--- src/hw/rtl/gat_pkg.sv ---
// Shared types and constants of the group affiliation table.
package gat_pkg;
  localparam int FUNC_W   = 2;
  localparam int RADIO_W  = 24;
  localparam int GROUP_W  = 16;
  localparam int TIME_W   = 32;
  localparam int TTL_W    = 17;
  localparam int STATUS_W = 3;
  localparam int SLOT_W   = 9;
  localparam int COUNT_W  = 10;
  localparam logic [TTL_W-1:0] TTL_RESET = 17'd1800;

  typedef enum logic [FUNC_W-1:0] {
    FUNC_ADD    = 2'd0,
    FUNC_REMOVE = 2'd1,
    FUNC_TICK   = 2'd2,
    FUNC_NONE   = 2'd3
  } func_t;

  typedef enum logic [STATUS_W-1:0] {
    ST_IGNORED   = 3'd0,
    ST_ADDED     = 3'd1,
    ST_REFRESHED = 3'd2,
    ST_REPLACED  = 3'd3,
    ST_REMOVED   = 3'd4,
    ST_NOT_FOUND = 3'd5,
    ST_TICK_DONE = 3'd6
  } status_t;

  // Classified command from the front part.
  typedef struct packed {
    logic               is_tick;
    logic               is_add;
    logic               is_remove;
    logic [RADIO_W-1:0] radio;
    logic [GROUP_W-1:0] group;
    logic [TIME_W-1:0]  now;
  } cmd_t;

  typedef enum logic [2:0] {
    EX_IDLE,
    EX_SCAN,
    EX_SCAN_LAST,
    EX_WRITE,
    EX_DONE
  } ex_state_t;
endpackage

--- src/hw/rtl/gat_if.sv ---
// Valid/ready channel interfaces for input items and results.
interface gat_in_if;
  logic                       valid;
  logic                       ready;
  logic [gat_pkg::FUNC_W-1:0] func;
  logic [gat_pkg::RADIO_W-1:0] radio_id;
  logic [gat_pkg::GROUP_W-1:0] talkgroup;
  logic [gat_pkg::TIME_W-1:0] now_seconds;
  modport source (output valid, func, radio_id, talkgroup, now_seconds, input ready);
  modport sink (input valid, func, radio_id, talkgroup, now_seconds, output ready);
endinterface


--- src/hw/rtl/gat_front.sv ---
// Front part: accepts items, classifies them and holds a two-deep command queue.
module gat_front (
  input  logic               clk,
  input  logic               rst_n,
  gat_in_if.sink             in_ch,
  output gat_pkg::cmd_t      cmd,
  output logic               cmd_valid,
  input  logic               cmd_ready,
  output logic               cmd_ignored
);
  import gat_pkg::*;

  cmd_t       q_r [2];
  logic       ign_r [2];
  logic [1:0] cnt_r, cnt_nxt;
  logic       rd_r, rd_nxt, wr_r, wr_nxt;
  cmd_t       c;
  logic       ig;
  logic       push, pop;

  always_comb begin
    c.is_tick   = (in_ch.func == FUNC_TICK);
    c.is_add    = (in_ch.func == FUNC_ADD);
    c.is_remove = (in_ch.func == FUNC_REMOVE);
    c.radio     = in_ch.radio_id;
    c.group     = in_ch.talkgroup;
    c.now       = in_ch.now_seconds;
    ig = !c.is_tick && (!(c.is_add || c.is_remove) || in_ch.radio_id == '0 ||
         in_ch.talkgroup == '0);
  end

  assign in_ch.ready = (cnt_r != 2'd2);
  assign push        = in_ch.valid && in_ch.ready;
  assign cmd_valid   = (cnt_r != 2'd0);
  assign pop         = cmd_valid && cmd_ready;
  assign cmd         = q_r[rd_r];
  assign cmd_ignored = ign_r[rd_r];

  always_comb begin
    cnt_nxt = cnt_r + {1'b0, push} - {1'b0, pop};
    rd_nxt  = pop ? !rd_r : rd_r;
    wr_nxt  = push ? !wr_r : wr_r;
  end

  always_ff @(posedge clk) begin
    if (!rst_n) begin
      cnt_r <= '0;
      rd_r  <= 1'b0;
      wr_r  <= 1'b0;
    end else begin
      cnt_r <= cnt_nxt;
      rd_r  <= rd_nxt;
      wr_r  <= wr_nxt;
    end
    if (push) begin
      q_r[wr_r]   <= c;
      ign_r[wr_r] <= ig;
    end
  end
endmodule

--- src/flat_wrapper.sv ---
// flat-port wrapper written by rule: the top's interface ports become plain ports
module gat_front_flat import gat_pkg::*;
  (clk, rst_n, cmd, cmd_valid, cmd_ready, cmd_ignored, in_ch_valid, in_ch_func, in_ch_radio_id, in_ch_talkgroup, in_ch_now_seconds, in_ch_ready);
  gat_in_if in_ch_i ();
  input  logic clk;
  input  logic rst_n;
  output gat_pkg::cmd_t cmd;
  output logic cmd_valid;
  input  logic cmd_ready;
  output logic cmd_ignored;
  input wire logic [$bits(in_ch_i.valid)-1:0] in_ch_valid;
  input wire logic [$bits(in_ch_i.func)-1:0] in_ch_func;
  input wire logic [$bits(in_ch_i.radio_id)-1:0] in_ch_radio_id;
  input wire logic [$bits(in_ch_i.talkgroup)-1:0] in_ch_talkgroup;
  input wire logic [$bits(in_ch_i.now_seconds)-1:0] in_ch_now_seconds;
  output wire logic [$bits(in_ch_i.ready)-1:0] in_ch_ready;
  assign in_ch_i.valid = in_ch_valid;
  assign in_ch_i.func = in_ch_func;
  assign in_ch_i.radio_id = in_ch_radio_id;
  assign in_ch_i.talkgroup = in_ch_talkgroup;
  assign in_ch_i.now_seconds = in_ch_now_seconds;
  assign in_ch_ready = in_ch_i.ready;
  gat_front u_core (.clk(clk), .rst_n(rst_n), .in_ch(in_ch_i), .cmd(cmd), .cmd_valid(cmd_valid), .cmd_ready(cmd_ready), .cmd_ignored(cmd_ignored));
endmodule
--- config.mk ---
export PLATFORM = sky130hd
export DESIGN_NAME = gat_front_flat
export DESIGN_NICKNAME = d
export VERILOG_FILES = /design/src/hw/rtl/gat_pkg.sv /design/src/hw/rtl/gat_if.sv /design/src/hw/rtl/gat_front.sv /design/src/flat_wrapper.sv
export SDC_FILE = /design/constraint.sdc
export NUM_CORES = 1
export LEC_CHECK = 0
export ABC_CLOCK_PERIOD_IN_PS = 4740
export BUFFER_PORTS_ARGS = -buffer_cell sky130_fd_sc_hd__buf_4
export CAP_MARGIN = 5
export CORE_MARGIN = 8
export CORE_UTILIZATION = 45
export CTS_CLUSTER_SIZE = 25
export DETAILED_ROUTE_END_ITERATION = 7
export GPL_TIMING_DRIVEN = 0
export PLACE_DENSITY = 0.81
export RECOVER_POWER = 25
export SLEW_MARGIN = 20
export SYNTH_ARGS = -nofsm -noshare
export SYNTH_HDL_FRONTEND = slang
export SYNTH_SLANG_ARGS = --single-unit
export TNS_END_PERCENT = 50
--- constraint.sdc ---
create_clock -name clk -period 4.74 [get_ports clk]
set_clock_uncertainty 0.1 [all_clocks]
set_input_delay 0.237 -clock clk [delete_from_list [all_inputs] [get_ports clk]]
set_output_delay 0.237 -clock clk [all_outputs]
set_load 0.01 [all_outputs]
# Word-level counts from Yosys, hierarchy flattened
# Memory sizes are Yosys's and may differ from the RTL's. A register that Yosys moved wholly into a read port is not among the register bits.
# Cells that the tools add are included.
# W data, S select, Z words.
dict set report classes {
  addsub 2
  multipliers 0
  div_mod_pow 0
  n_lt_le_gt_ge 0
  n_eq_ne 3
  n_shift 0
  n_mux 6
  bitwise 0
  n_reduce_logical 14
}
# op count
set op_table {}
lappend op_table {{$logic_not A24 Y1} 1}
lappend op_table {{$logic_not A16 Y1} 1}
lappend op_table {{$mux W1} 6}
lappend op_table {{$logic_not A1 Y1} 4}
lappend op_table {{$logic_and A1 B1 Y1} 3}
lappend op_table {{$logic_or A1 B1 Y1} 3}
lappend op_table {{$add A2 B1 Y2} 1}
lappend op_table {{$eq A2 B1 Y1 const B} 1}
lappend op_table {{$eq A2 B2 Y1 const B} 1}
lappend op_table {{$logic_not A2 Y1} 1}
lappend op_table {{$ne A2 B2 Y1 const B} 1}
lappend op_table {{$reduce_bool A2 Y1} 1}
lappend op_table {{$sub A2 B1 Y2} 1}
dict set report totals {
  reg_bits 4
  latch_bits 0
  mem_bits_rw 152
  mem_bits_ro 0
  out_inout_bits 78
  word_cells 30
  mem_count 2
}
# memory words word_bits rd rd_ports_with_merged_regs write_ports line
set memory_table {}
lappend memory_table {u_core.q_r 2 75 1 1 1 gat_front.sv:13} ;# cmd_t q_r [2];
lappend memory_table {u_core.ign_r 2 1 1 1 1 gat_front.sv:14} ;# logic ign_r [2];

# Logic depth before layout (Yosys ltp)
# Gate-level depths: netlist (run 1).
dict set report logic_depth {
  word_depth 6
  depth_mapped 8
  ltp_nobuf 8
}

# Worst setup path after synthesis (run 1)
# No wires, ideal clock.
dict set report synth_timing {
  path_type {register to register}
  startpoint {register u_core.cnt_r[0]}
  endpoint {memory u_core.ign_r[0] (enable)}
  t_arrival_ps 3793
  required_time_ps 4129
  slack_ps 336
  stages_incl_launch_ff 4
  synth_period_minus_slack_ps 4404
  path_cell_list {dfxtp_1 > nand2b_1 > nand2_1 > nor2_1}
}
dict set report synth_between {
  elab_chain_len 4
}
# element line
set synth_rtl {}
lappend synth_rtl {{from (decl)} gat_front.sv:15} ;# logic [1:0] cnt_r, cnt_nxt;
lappend synth_rtl {{from (signal assigned)} gat_front.sv:51} ;# cnt_r <= cnt_nxt;
lappend synth_rtl {{$ne A2 B2 Y1} gat_front.sv:32} ;# assign in_ch.ready = (cnt_r != 2'd2);
lappend synth_rtl {{via in_ch_ready} flat_wrapper.sv:16} ;# output wire logic [$bits(in_ch_i.ready)-1:0] in_ch_ready;
lappend synth_rtl {{$logic_and A1 B1 Y1} gat_front.sv:33} ;# assign push = in_ch.valid && in_ch.ready;
lappend synth_rtl {{$mux W1} gat_front.sv:55} ;# if (push) begin
lappend synth_rtl {{$mux W1 (implied by the code)} gat_front.sv:57} ;# ign_r[wr_r] <= ig;
lappend synth_rtl {{to (decl)} gat_front.sv:14}
# The timed path passes the listed nets, and every way through them passes these cells.

==> results.rst, run 1 <==
.. list-table::
   :header-rows: 1

   * - Metric
     - Value
   * - Outcome
     - complete, no violations
   * - Vias in the first global route
     - approximately 3800
   * - Reg power frac
     - 42.2%
   * - Levels on crit path
     - 4
   * - Net switching power figure
     - 1.18 mW
   * - Max-slew violation total from the final report
     - 0
   * - Worst-Skew Late Latency
     - approximately 420 ps
   * - Flop and latch count out of synthesis
     - 157
   * - TritonCTS sink count
     - 157
   * - Achievable frequency
     - 469 MHz
   * - Standard cell with the maximum stage delay on the critical path
     - dfxtp_1
   * - Distinct cell type count after synthesis
     - 23
   * - Number of input and output port buffers inserted
     - 155
   * - Area post-placement
     - 7330 µm²
   * - Delay of the slowest cell on the worst path
     - 420 ps
   * - Signal arrival time at the worst endpoint
     - 1790 ps
   * - Sequential fraction of the synthesis area
     - 79.9%
   * - Resize count post-CTS
     - 0
   * - Die outline area
     - 16900 µm²
   * - Count of hold-fix buffers inserted at cts
     - 73
   * - Drt drc
     - 0
   * - Setup WS post-layout
     - 2610 ps
   * - Dpl hpwl
     - 8690 µm
   * - Detailed-routing iteration count for the pre-antenna-repair pass
     - 4
   * - Final hold viol count
     - 0
   * - Total congestion overflow
     - 0
   * - Number of cells after detailed placement
     - between 600 and 700
   * - Row cnt
     - 41
   * - Critical-path maximum fanout
     - 10
   * - Fill cell total of the finished layout
     - 853
   * - Dominant cells by area after synthesis
     - edfxtp_1, mux2_2, dfxtp_1
   * - Placeable core region
     - about 13000 µm²
   * - Final hold slack
     - 40.0 ps
   * - Worst relative slew slack
     - 61.1%
   * - Worst slack after detailed placement
     - approximately 2800 ps
   * - Clock slew at reported path FFs
     - 60 ps
   * - Fraction of power spent switching nets
     - 26.9%
   * - Number of buffers added by the clock tree synthesis step
     - 17
   * - Total wirelength of the detailed-routed design
     - approximately 14000 µm
   * - Maximum number of pins on one net before global-route repair
     - 45
   * - Measured slew at the worst slew-check pin
     - approximately 600 ps
   * - Setup fix buffers added after clock tree synthesis
     - 0
   * - Chain of cells forming the critical path
     - buf_4 -> buf_6 -> mux2_2 -> buf_4
   * - Share of post-route cells with drive strength above 1
     - 46.1%
   * - WHS Path Cells
     - 2
   * - Comb power frac
     - 29.7%
   * - Starting density of the core
     - 46.1%
   * - Layout Cells excl Fill
     - ~710
   * - Height of the die
     - approximately 130 µm
   * - Cell with the most instances on the worst path
     - buf_4
   * - Final instance area
     - 8510 µm²
   * - Launching element type of the critical path
     - flop
   * - Routed wire length per instance
     - 19.0 µm
   * - Synthesized instance count
     - 278
   * - Yosys warning count
     - 0
   * - Unrepaired setup endpoints after global routing
     - false
   * - First DRT Iteration DRCs
     - around 230
   * - Max VDD drop
     - between 0.3 and 0.4 mV
   * - Total routing usage reported by global routing
     - between 15 and 20%
   * - PwrDens
     - 515 nW/µm²
   * - Cell at the root of the clock tree
     - clkbuf_16
   * - CP Data Required Time
     - 4400 ps
   * - Nets
     - roughly 610
   * - Final Core Density
     - 67.1%
   * - Max-cap violations
     - 0
   * - Average size of a mapped cell
     - 21.0 µm²
   * - Via count
     - 3450
   * - Initial antenna violation count
     - 0
   * - Most used cells in the layout excluding fill and tap cells
     - edfxtp_1, buf_4, mux2_2
   * - Setup TNS
     - 0 ps
   * - Leakage power summed over all cells
     - 3.12 nW
   * - Internal portion of total power
     - 3.20 mW
   * - Number of buffer and inverter stages on the critical path
     - 3
   * - Antenna cells
     - 0
   * - Proportion of power drawn by the clock network
     - 28.0%
   * - Global placement routability congestion
     - 0.706
   * - Most area-hungry cell type in the Yosys netlist
     - edfxtp_1
   * - Die width
     - 130 µm
   * - Level count of the clock H-tree
     - 4
   * - Sort of element at the end of the critical path
     - primary output
   * - Post-Synthesis Cell Area
     - between 5000 and 6000 µm²
   * - Yosys top cell area share
     - just under 80%
   * - Synthesized Nets
     - 358
   * - Count of nets left with antenna violations after detail routing
     - 0
   * - Setup-violating endpoint count in the final report
     - 0
   * - Category of the most critical setup path
     - reg2out
   * - Wire length of the first global-routing pass
     - around 20000 µm
   * - Path class of the lowest-slack min-delay path
     - in2reg
   * - Clock tree from TritonCTS
     - built
   * - Power, Total
     - about 4.4 mW
   * - Final period util
     - between 40 and 50%
   * - Final Critical Period
     - approximately 2100 ps
   * - Clock Tree Buf Depth
     - 2
   * - Worst reg-to-reg path cell count
     - 5
   * - Most frequent standard cell in the layout excluding fill and tap cells
     - edfxtp_1
   * - Number of primary I/O pins
     - 156
   * - Cell family with the largest share of critical-path delay
     - buffers and inverters
   * - Area growth from synthesis to layout
     - 45.7%
   * - Vias per Instance
     - between 4 and 5
## final timing paths
path                                 startpoint                 to  slack, ps
worst min-delay path              in_ch_func[0]  u_core.q_r[0][73]         40
worst max register to register  u_core.cnt_r[0]  u_core.q_r[0][50]       2780
worst min register to register      u_core.rd_r               flop        460
worst max-delay path                       flop            cmd[46]       2610
## per-layer routing
layer / track usage, % / vias up / routed length (µm)
met2: 29.6 / 148 / 7130
li1: - / 1607 / -
met3: 5.88 / 24 / 1020
met5: 0 / - / 0
met1: 17.3 / 1671 / 5120
met4: 6.76 / 0 / 255
## cells by family after synthesis
logic type	after synthesis	share of synthesized area (%)
xor gates and xnor gates	4	0.729
muxes	76	14.7
DFF	157	79.9
buffers and inverters	11	1.35
and+or+nand+nor	26	2.72
adders and majority gates	2	0.428
AOI/OAI and AO/OA	2	0.236
## state kept, by name (all words and copies together) (netlist names), named ones only
register,flops
u_core.ign_r,2
u_core.cnt_r,2
u_core.wr_r,1
u_core.q_r,150
u_core.rd_r,1
## cell type report
| class | count | area [µm²] | share of cell area, % |
|---|---|---|---|
| tap | 172 | 215 | 2.53 |
| buffer | 8 | 67.6 | 0.794 |
| inverter | 3 | 11.3 | 0.132 |
| timing repair buffer | 232 | 1910 | 22.4 |
| multi-input combinational | 110 | 1110 | 13.0 |
| clock inverter | 13 | 101 | 1.19 |
| sequential | 157 | 4660 | 54.8 |
| clock buffer | 19 | 433 | 5.09 |
## cell usage after synthesis (all sizes together)
master	number
nor4	10
edfxtp	152
a41oi	1
nand2b	1
mux2	76
inv	3
ha	2
nor2	2
and2	4
nand3	1
or2	1
nor2b	4
and3	1
buf	8
xnor2	4
and4	1
nand2	1
dfxtp	5
a21oi	1
## power by group through the flow
stage	sequential (mW)	combinational [mW]	clock, mW
6_report	1.85	1.30	1.23
3_5_place_dp	1.88	1.28	0
4_1_cts	1.85	1.34	1.24
2_1_floorplan	1.87	0.665	0
5_1_grt	1.87	1.40	1.29
3_3_place_gp	1.89	1.21	0
## worst reg2reg max path, stage by stage, from the launching register on
cell,delay [ps]
dfxtp_1,330
nand2b_1,150
nand2_1,140
nor2_4,480
buf_16,240
buf_12,210
(Power assumes the default switching activity.)
==> inputs of run 2 (changes only) <==
--- a/config.mk
+++ b/config.mk
@@ -5,7 +5,7 @@
 export SDC_FILE = /design/constraint.sdc
 export NUM_CORES = 1
 export LEC_CHECK = 0
-export ABC_CLOCK_PERIOD_IN_PS = 4740
+export ABC_CLOCK_PERIOD_IN_PS = 2000
 export BUFFER_PORTS_ARGS = -buffer_cell sky130_fd_sc_hd__buf_4
 export CAP_MARGIN = 5
 export CORE_MARGIN = 8
==> constraint.sdc (replaced) <==
create_clock -name clk -period 2 [get_ports clk]
set_clock_uncertainty 0.1 [all_clocks]
set_input_delay 0.1 -clock clk [delete_from_list [all_inputs] [get_ports clk]]
set_output_delay 0.1 -clock clk [all_outputs]
set_load 0.01 [all_outputs]
==> run 2 against run 1 <==
Effect of this change: cell count rose by 0.42%; wire length barely moved; register-to-register slack got worse by 2700 ps; setup slack got worse by 2500 ps; die area did not move; hold slack got worse by 15 ps; final area rose by 0.72%; largest power group unchanged; via count fell by 0.29%; clock power rose by 140%; non-clock buffer count rose by 4.
==> results.rst, run 2 (synthesis gave the netlist of run 1 again) <==
.. list-table::
   :header-rows: 1

   * - Metric
     - Value
   * - Signal arrival time at the worst endpoint
     - 1690 ps
   * - Number of buffers added by the clock tree synthesis step
     - 17
   * - Flip-flop and latch area
     - 4670 µm²
   * - Delay of the slowest cell on the worst path
     - 380 ps
   * - Outcome
     - complete, no violations
   * - Total congestion overflow
     - 0
   * - Leakage power summed over all cells
     - 3.14 nW
   * - Setup-violating endpoint count in the final report
     - 0
   * - Launching element type of the critical path
     - flop
   * - Clock Tree Buf Depth
     - 2
   * - Sort of element at the end of the critical path
     - primary output
   * - Final Critical Period
     - 1890 ps
   * - Starting density of the core
     - 46.1%
   * - Nets
     - around 610
   * - Cell with the most instances on the worst path
     - buf_6
   * - Detailed-routing iteration count for the pre-antenna-repair pass
     - 6
   * - Worst reg-to-reg path cell count
     - 8
   * - Vias in the first global route
     - around 3900
   * - Category of the most critical setup path
     - reg2out
   * - Largest Register
     - u_core.q_r
   * - CP Data Required Time
     - about 1800 ps
   * - Achievable frequency
     - 529 MHz
   * - Worst relative slew slack
     - 62.6%
   * - Layout Cells excl Fill
     - a little over 700
   * - WHS Path Cells
     - 4
   * - Total wirelength of the detailed-routed design
     - approximately 14000 µm
   * - Height of the die
     - 130 µm
   * - Max-slew violation total from the final report
     - 0
   * - Dpl hpwl
     - between 8000 and 9000 µm
   * - Fill cell total of the finished layout
     - 864
   * - Routed wire length per instance
     - 18.9 µm
   * - Die width
     - 130 µm
   * - Chain of cells forming the critical path
     - buf_6 -> buf_6 -> mux2_2 -> buf_4
   * - Multi-input gate area
     - around 1100 µm²
   * - Path class of the lowest-slack min-delay path
     - in2reg
   * - Final instance area
     - ~8600 µm²
   * - Clock slew at reported path FFs
     - 60 ps
   * - Placeable core region
     - 12700 µm²
   * - Unrepaired setup endpoints after global routing
     - false
   * - Area post-placement
     - between 7000 and 8000 µm²
   * - Maximum number of pins on one net before global-route repair
     - 41
   * - Flip-flop count of the largest register, all copies and words added
     - 150
   * - Biggest regs
     - u_core.q_r: 150 flops, u_core.cnt_r: 2 flops, u_core.ign_r: 2 flops
   * - Worst setup slack for register-to-register paths
     - 120 ps
   * - Final hold viol count
     - 0
   * - Antenna cells
     - 0
   * - Initial antenna violation count
     - 0
   * - Total routing usage reported by global routing
     - about 16%
   * - Area growth from synthesis to layout
     - 46.8%
   * - Final period util
     - 94.6%
   * - Count of nets left with antenna violations after detail routing
     - 0
   * - First DRT Iteration DRCs
     - 132
   * - Setup fix buffers added after clock tree synthesis
     - 0
   * - Most frequent standard cell in the layout excluding fill and tap cells
     - edfxtp_1
   * - Max VDD drop
     - a little under 0.8 mV
   * - Clock tree from TritonCTS
     - built
   * - Number of cells after detailed placement
     - between 600 and 700
   * - Global placement routability congestion
     - 0.692
   * - Share of post-route cells with drive strength above 1
     - 45.9%
   * - PwrDens
     - 1230 nW/µm²
   * - Die outline area
     - 16900 µm²
   * - Critical-path maximum fanout
     - 10
   * - Cell at the root of the clock tree
     - clkbuf_16
   * - Most used cells in the layout excluding fill and tap cells
     - edfxtp_1, buf_4, dlygate4sd3_1
   * - Level count of the clock H-tree
     - 4
   * - Worst-Skew Late Latency
     - 410 ps
   * - Row cnt
     - a little over 40
   * - Drt drc
     - 0
   * - Max-cap violations
     - 0
   * - Number of primary I/O pins
     - approximately 160
   * - TritonCTS sink count
     - 157
   * - Number of input and output port buffers inserted
     - 155
   * - Wire length of the first global-routing pass
     - 20600 µm
   * - Via count
     - 3440
   * - Standard cell with the maximum stage delay on the critical path
     - dfxtp_2
   * - Vias per Instance
     - 4.80
   * - Measured slew at the worst slew-check pin
     - 559 ps
run 2: worst max-delay path, delay by kind of cell, from the launching register on:
kind     cells  cell delay (ps)
buf+inv      3              520
mux          1              370
flops        1              380
run 2: per-layer routing:
| metal | share of wire, % | global-route usage [%] |
|---|---|---|
| met5 | 0 | 0 |
| met4 | 1.8 | 6.28 |
| met3 | 6.9 | 5.39 |
| met2 | 53 | 29.3 |
| met1 | 38 | 17.5 |
run 2: layout make-up:
cell class,instances,area share [%]
Multi-Input combinational cell,110,13.1
Clock buffer,19,5.05
Buffer,8,0.832
Timing Repair Buffer,236,22.5
Clock inverter,12,1.45
Sequential cell,157,54.5
Inverter,3,0.131
Tap cell,172,2.51
run 2: power by group:
group / leakage, nW / total [mW] / internal (mW) / switching, mW
Combinational: 1.42 / 3.11 / 1.68 / 1.42
Sequential: 1.46 / 4.38 / 4.23 / 0.149
Clock: 0.256 / 3.01 / 1.81 / 1.20
run 2: stage by stage:
step / TNS (ps) / utilization, % / hold WS, ps / setup slack (ps) / power, mW
after floorplan: -13170 / - / 98.9 / -173 / 6.00
after global placement: -86340 / 57.2 / 185 / -712 / 7.32
after detailed placement: 0 / 57.9 / 188 / 101 / 7.48
after CTS: 0 / 68.5 / 13.1 / 73.1 / 10.6
after global routing: 0 / 67.6 / 73.5 / 12.9 / 11.0
final: 0 / 67.6 / 25.1 / 108 / 10.5
run 2: repair_timing:
item	in CTS	in global routing
gates resized for setup	2	0
endpoints found under the hold margin	155	0
hold buffers	77	0
setup endpoints to repair	40	0
run 2: worst paths after layout:
path | from | endpoint
setup / recovery | flop | cmd[53]
hold / removal | in_ch_valid | u_core.wr_r
setup reg to reg | u_core.cnt_r[1] | u_core.cnt_r[1]
hold reg to reg | u_core.rd_r | flop
==> inputs of run 3 (changes only) <==
--- a/config.mk
+++ b/config.mk
@@ -12,9 +12,11 @@
 export CORE_UTILIZATION = 45
 export CTS_CLUSTER_SIZE = 25
 export DETAILED_ROUTE_END_ITERATION = 7
+export GPL_ROUTABILITY_DRIVEN = 0
 export GPL_TIMING_DRIVEN = 0
 export PLACE_DENSITY = 0.81
 export RECOVER_POWER = 25
+export SETUP_SLACK_MARGIN = 0.4
 export SLEW_MARGIN = 20
 export SYNTH_ARGS = -nofsm -noshare
 export SYNTH_HDL_FRONTEND = slang
==> run 3 against run 2 <==
Effect of this change: die area unchanged; wire length grew 5.0%; register-to-register slack gained 90 ps; fmax increased by 4.9%; total power grew 11%; critical endpoint is now cmd[11]; largest cell class unchanged; largest power group unchanged.
==> results.rst, run 3 (synthesis gave the netlist of run 1 again) <==
.. list-table::
   :header-rows: 1

   * - Metric
     - Value
   * - Placeable core region
     - roughly 13000 µm²
   * - Biggest regs
     - u_core.q_r: 150 flops, u_core.cnt_r: 2 flops, u_core.ign_r: 2 flops
   * - Clock tree from TritonCTS
     - built
   * - Setup-violating endpoint count in the final report
     - 0
   * - Category of the most critical setup path
     - reg2out
   * - Final hold viol count
     - 0
   * - Final period util
     - between 90% and 100%
   * - Unrepaired setup endpoints after global routing
     - true
   * - Max-slew violation total from the final report
     - 0
   * - Worst relative slew slack
     - 68.0%
   * - Cell at the root of the clock tree
     - clkbuf_16
   * - Path class of the lowest-slack min-delay path
     - in2reg
   * - Reg2reg start
     - u_core.cnt_r[1]
   * - Final hold slack
     - 118 ps
   * - Number of buffers added by the clock tree synthesis step
     - 17
   * - Total routing usage reported by global routing
     - between 10% and 20%
   * - Critical-path maximum fanout
     - 5
   * - TritonCTS sink count
     - 157
   * - Max-cap violations
     - 0
   * - Detailed-routing iteration count for the pre-antenna-repair pass
     - 4
   * - Achievable frequency
     - 555 MHz
   * - Flip-flop count of the largest register, all copies and words added
     - 150
   * - Total congestion overflow
     - 0
   * - First DRT Iteration DRCs
     - 168
   * - Internal portion of total power
     - 8.65 mW
   * - Clock slew at reported path FFs
     - 60 ps
   * - Die width
     - around 130 µm
   * - Die outline area
     - 16900 µm²
   * - Area growth from synthesis to layout
     - 55.4%
   * - PwrDens
     - 1280 nW/µm²
   * - Number of cells after detailed placement
     - 609
   * - Critical hold path startpoint
     - cmd_ready
   * - Comb power frac
     - 32.7%
   * - Starting density of the core
     - 46.1%
   * - Worst-Skew Late Latency
     - 410 ps
   * - Layout Cells excl Fill
     - 736
   * - Number of input and output port buffers inserted
     - 155
   * - Launching element type of the critical path
     - flop
   * - Sort of element at the end of the critical path
     - primary output
   * - Most used cells in the layout excluding fill and tap cells
     - edfxtp_1, buf_4, dlygate4sd3_1
   * - Drt drc
     - 0
   * - CP Data Required Time
     - 1800 ps
   * - Vias in the first global route
     - approximately 4000
   * - Share of post-route cells with drive strength above 1
     - 48.5%
   * - Nets
     - 630
   * - Dpl hpwl
     - 8610 µm
   * - Signal arrival time at the worst endpoint
     - 1600 ps
   * - Height of the die
     - between 100 and 150 µm
   * - Final Critical Period
     - 1800 ps
   * - Routed wire length per instance
     - 19.3 µm
   * - Vias per Instance
     - 4.85
   * - Final Core Density
     - 71.6%
   * - Number of primary I/O pins
     - 156
   * - Total wirelength of the detailed-routed design
     - 14200 µm
   * - Largest Register
     - u_core.q_r
   * - Max VDD drop
     - ~0.86 mV
   * - Outcome
     - complete, no violations
   * - Wire length of the first global-routing pass
     - 21200 µm
   * - Fraction of power spent switching nets
     - about a quarter
   * - Net switching power figure
     - 2.96 mW
   * - Proportion of power drawn by the clock network
     - 29.3%
   * - Power, Total
     - 11.6 mW
   * - Clock Tree Buf Depth
     - 2
   * - Fill cell total of the finished layout
     - 797
   * - Measured slew at the worst slew-check pin
     - roughly 480 ps
   * - Count of nets left with antenna violations after detail routing
     - 0
   * - Most frequent standard cell in the layout excluding fill and tap cells
     - edfxtp_1
   * - Initial antenna violation count
     - 1
   * - Reg power frac
     - roughly 38%
   * - Level count of the clock H-tree
     - 4
   * - Row cnt
     - 41
   * - Leakage power summed over all cells
     - approximately 3.4 nW
   * - Maximum number of pins on one net before global-route repair
     - between 40 and 50
   * - Via count
     - between 3000 and 4000
run 3: timing repair:
action | 4_1_cts | 5_1_grt
endpoints found under the hold margin | 155 | 0
gates cloned | 3 | 1
setup endpoints to repair | 182 | 121
pin swaps | 8 | 1
hold buffers | 77 | 0
resized for setup | 63 | 2
buffers inserted | 11 | 2
run 3: cell type report:
cell class                      count  area, µm²  area share, %
Antenna cell                        1       2.50         0.0276
Buffer                              8        145           1.60
Clock buffer                       20        437           4.81
Clock inverter                     12        194           2.14
Inverter                            3       11.3          0.124
Multi-Input combinational cell    111       1220           13.4
Sequential cell                   157       4670           51.5
Tap cell                          172        215           2.37
Timing Repair Buffer              252       2180           24.0
run 3: metal layers:
metal | global-route usage (%) | routed length (µm) | vias up
met2 | 30.4 | 7530 | 126
met4 | 6.90 | 198 | 0
met1 | 18.3 | 5580 | 1775
met5 | 0 | 0 | -
li1 | - | - | 1654
met3 | 5.06 | 912 | 15
run 3: critical path, stage by stage, from the launching register on:
cell and delay [ps]:
dfxtp_4 380, buf_4 140, buf_6 120, buf_16 130
mux2_4 300, buf_6 120
run 3: final timing paths:
| path | end | slack (ps) | cells after the start |
|---|---|---|---|
| worst min-delay path | flop | 120 | 5 |
| worst max register to register | u_core.cnt_r[1] | 210 | 8 |
| worst min register to register | flop | 470 | 2 |
| worst max-delay path | cmd[11] | 200 | 5 |
run 3: metrics by stage:
step                cell area [µm²]  worst slack, ps  TNS (ps)
CTS                            9140              150         0
global route                   9070              143         0
finish                         9070              197         0
floorplan                      5860             -173    -13170
global placement               7240             -711    -86240
detailed placement             7340              130         0
run 3: power by group through the flow:
stage | logic [mW] | clock network (mW) | registers (mW)
6_report | 3.80 | 3.40 | 4.41
5_1_grt | 4.04 | 3.60 | 4.46
4_1_cts | 3.81 | 3.47 | 4.40
3_5_place_dp | 3.03 | 0 | 4.45
3_3_place_gp | 2.89 | 0 | 4.44
2_1_floorplan | 1.60 | 0 | 4.40
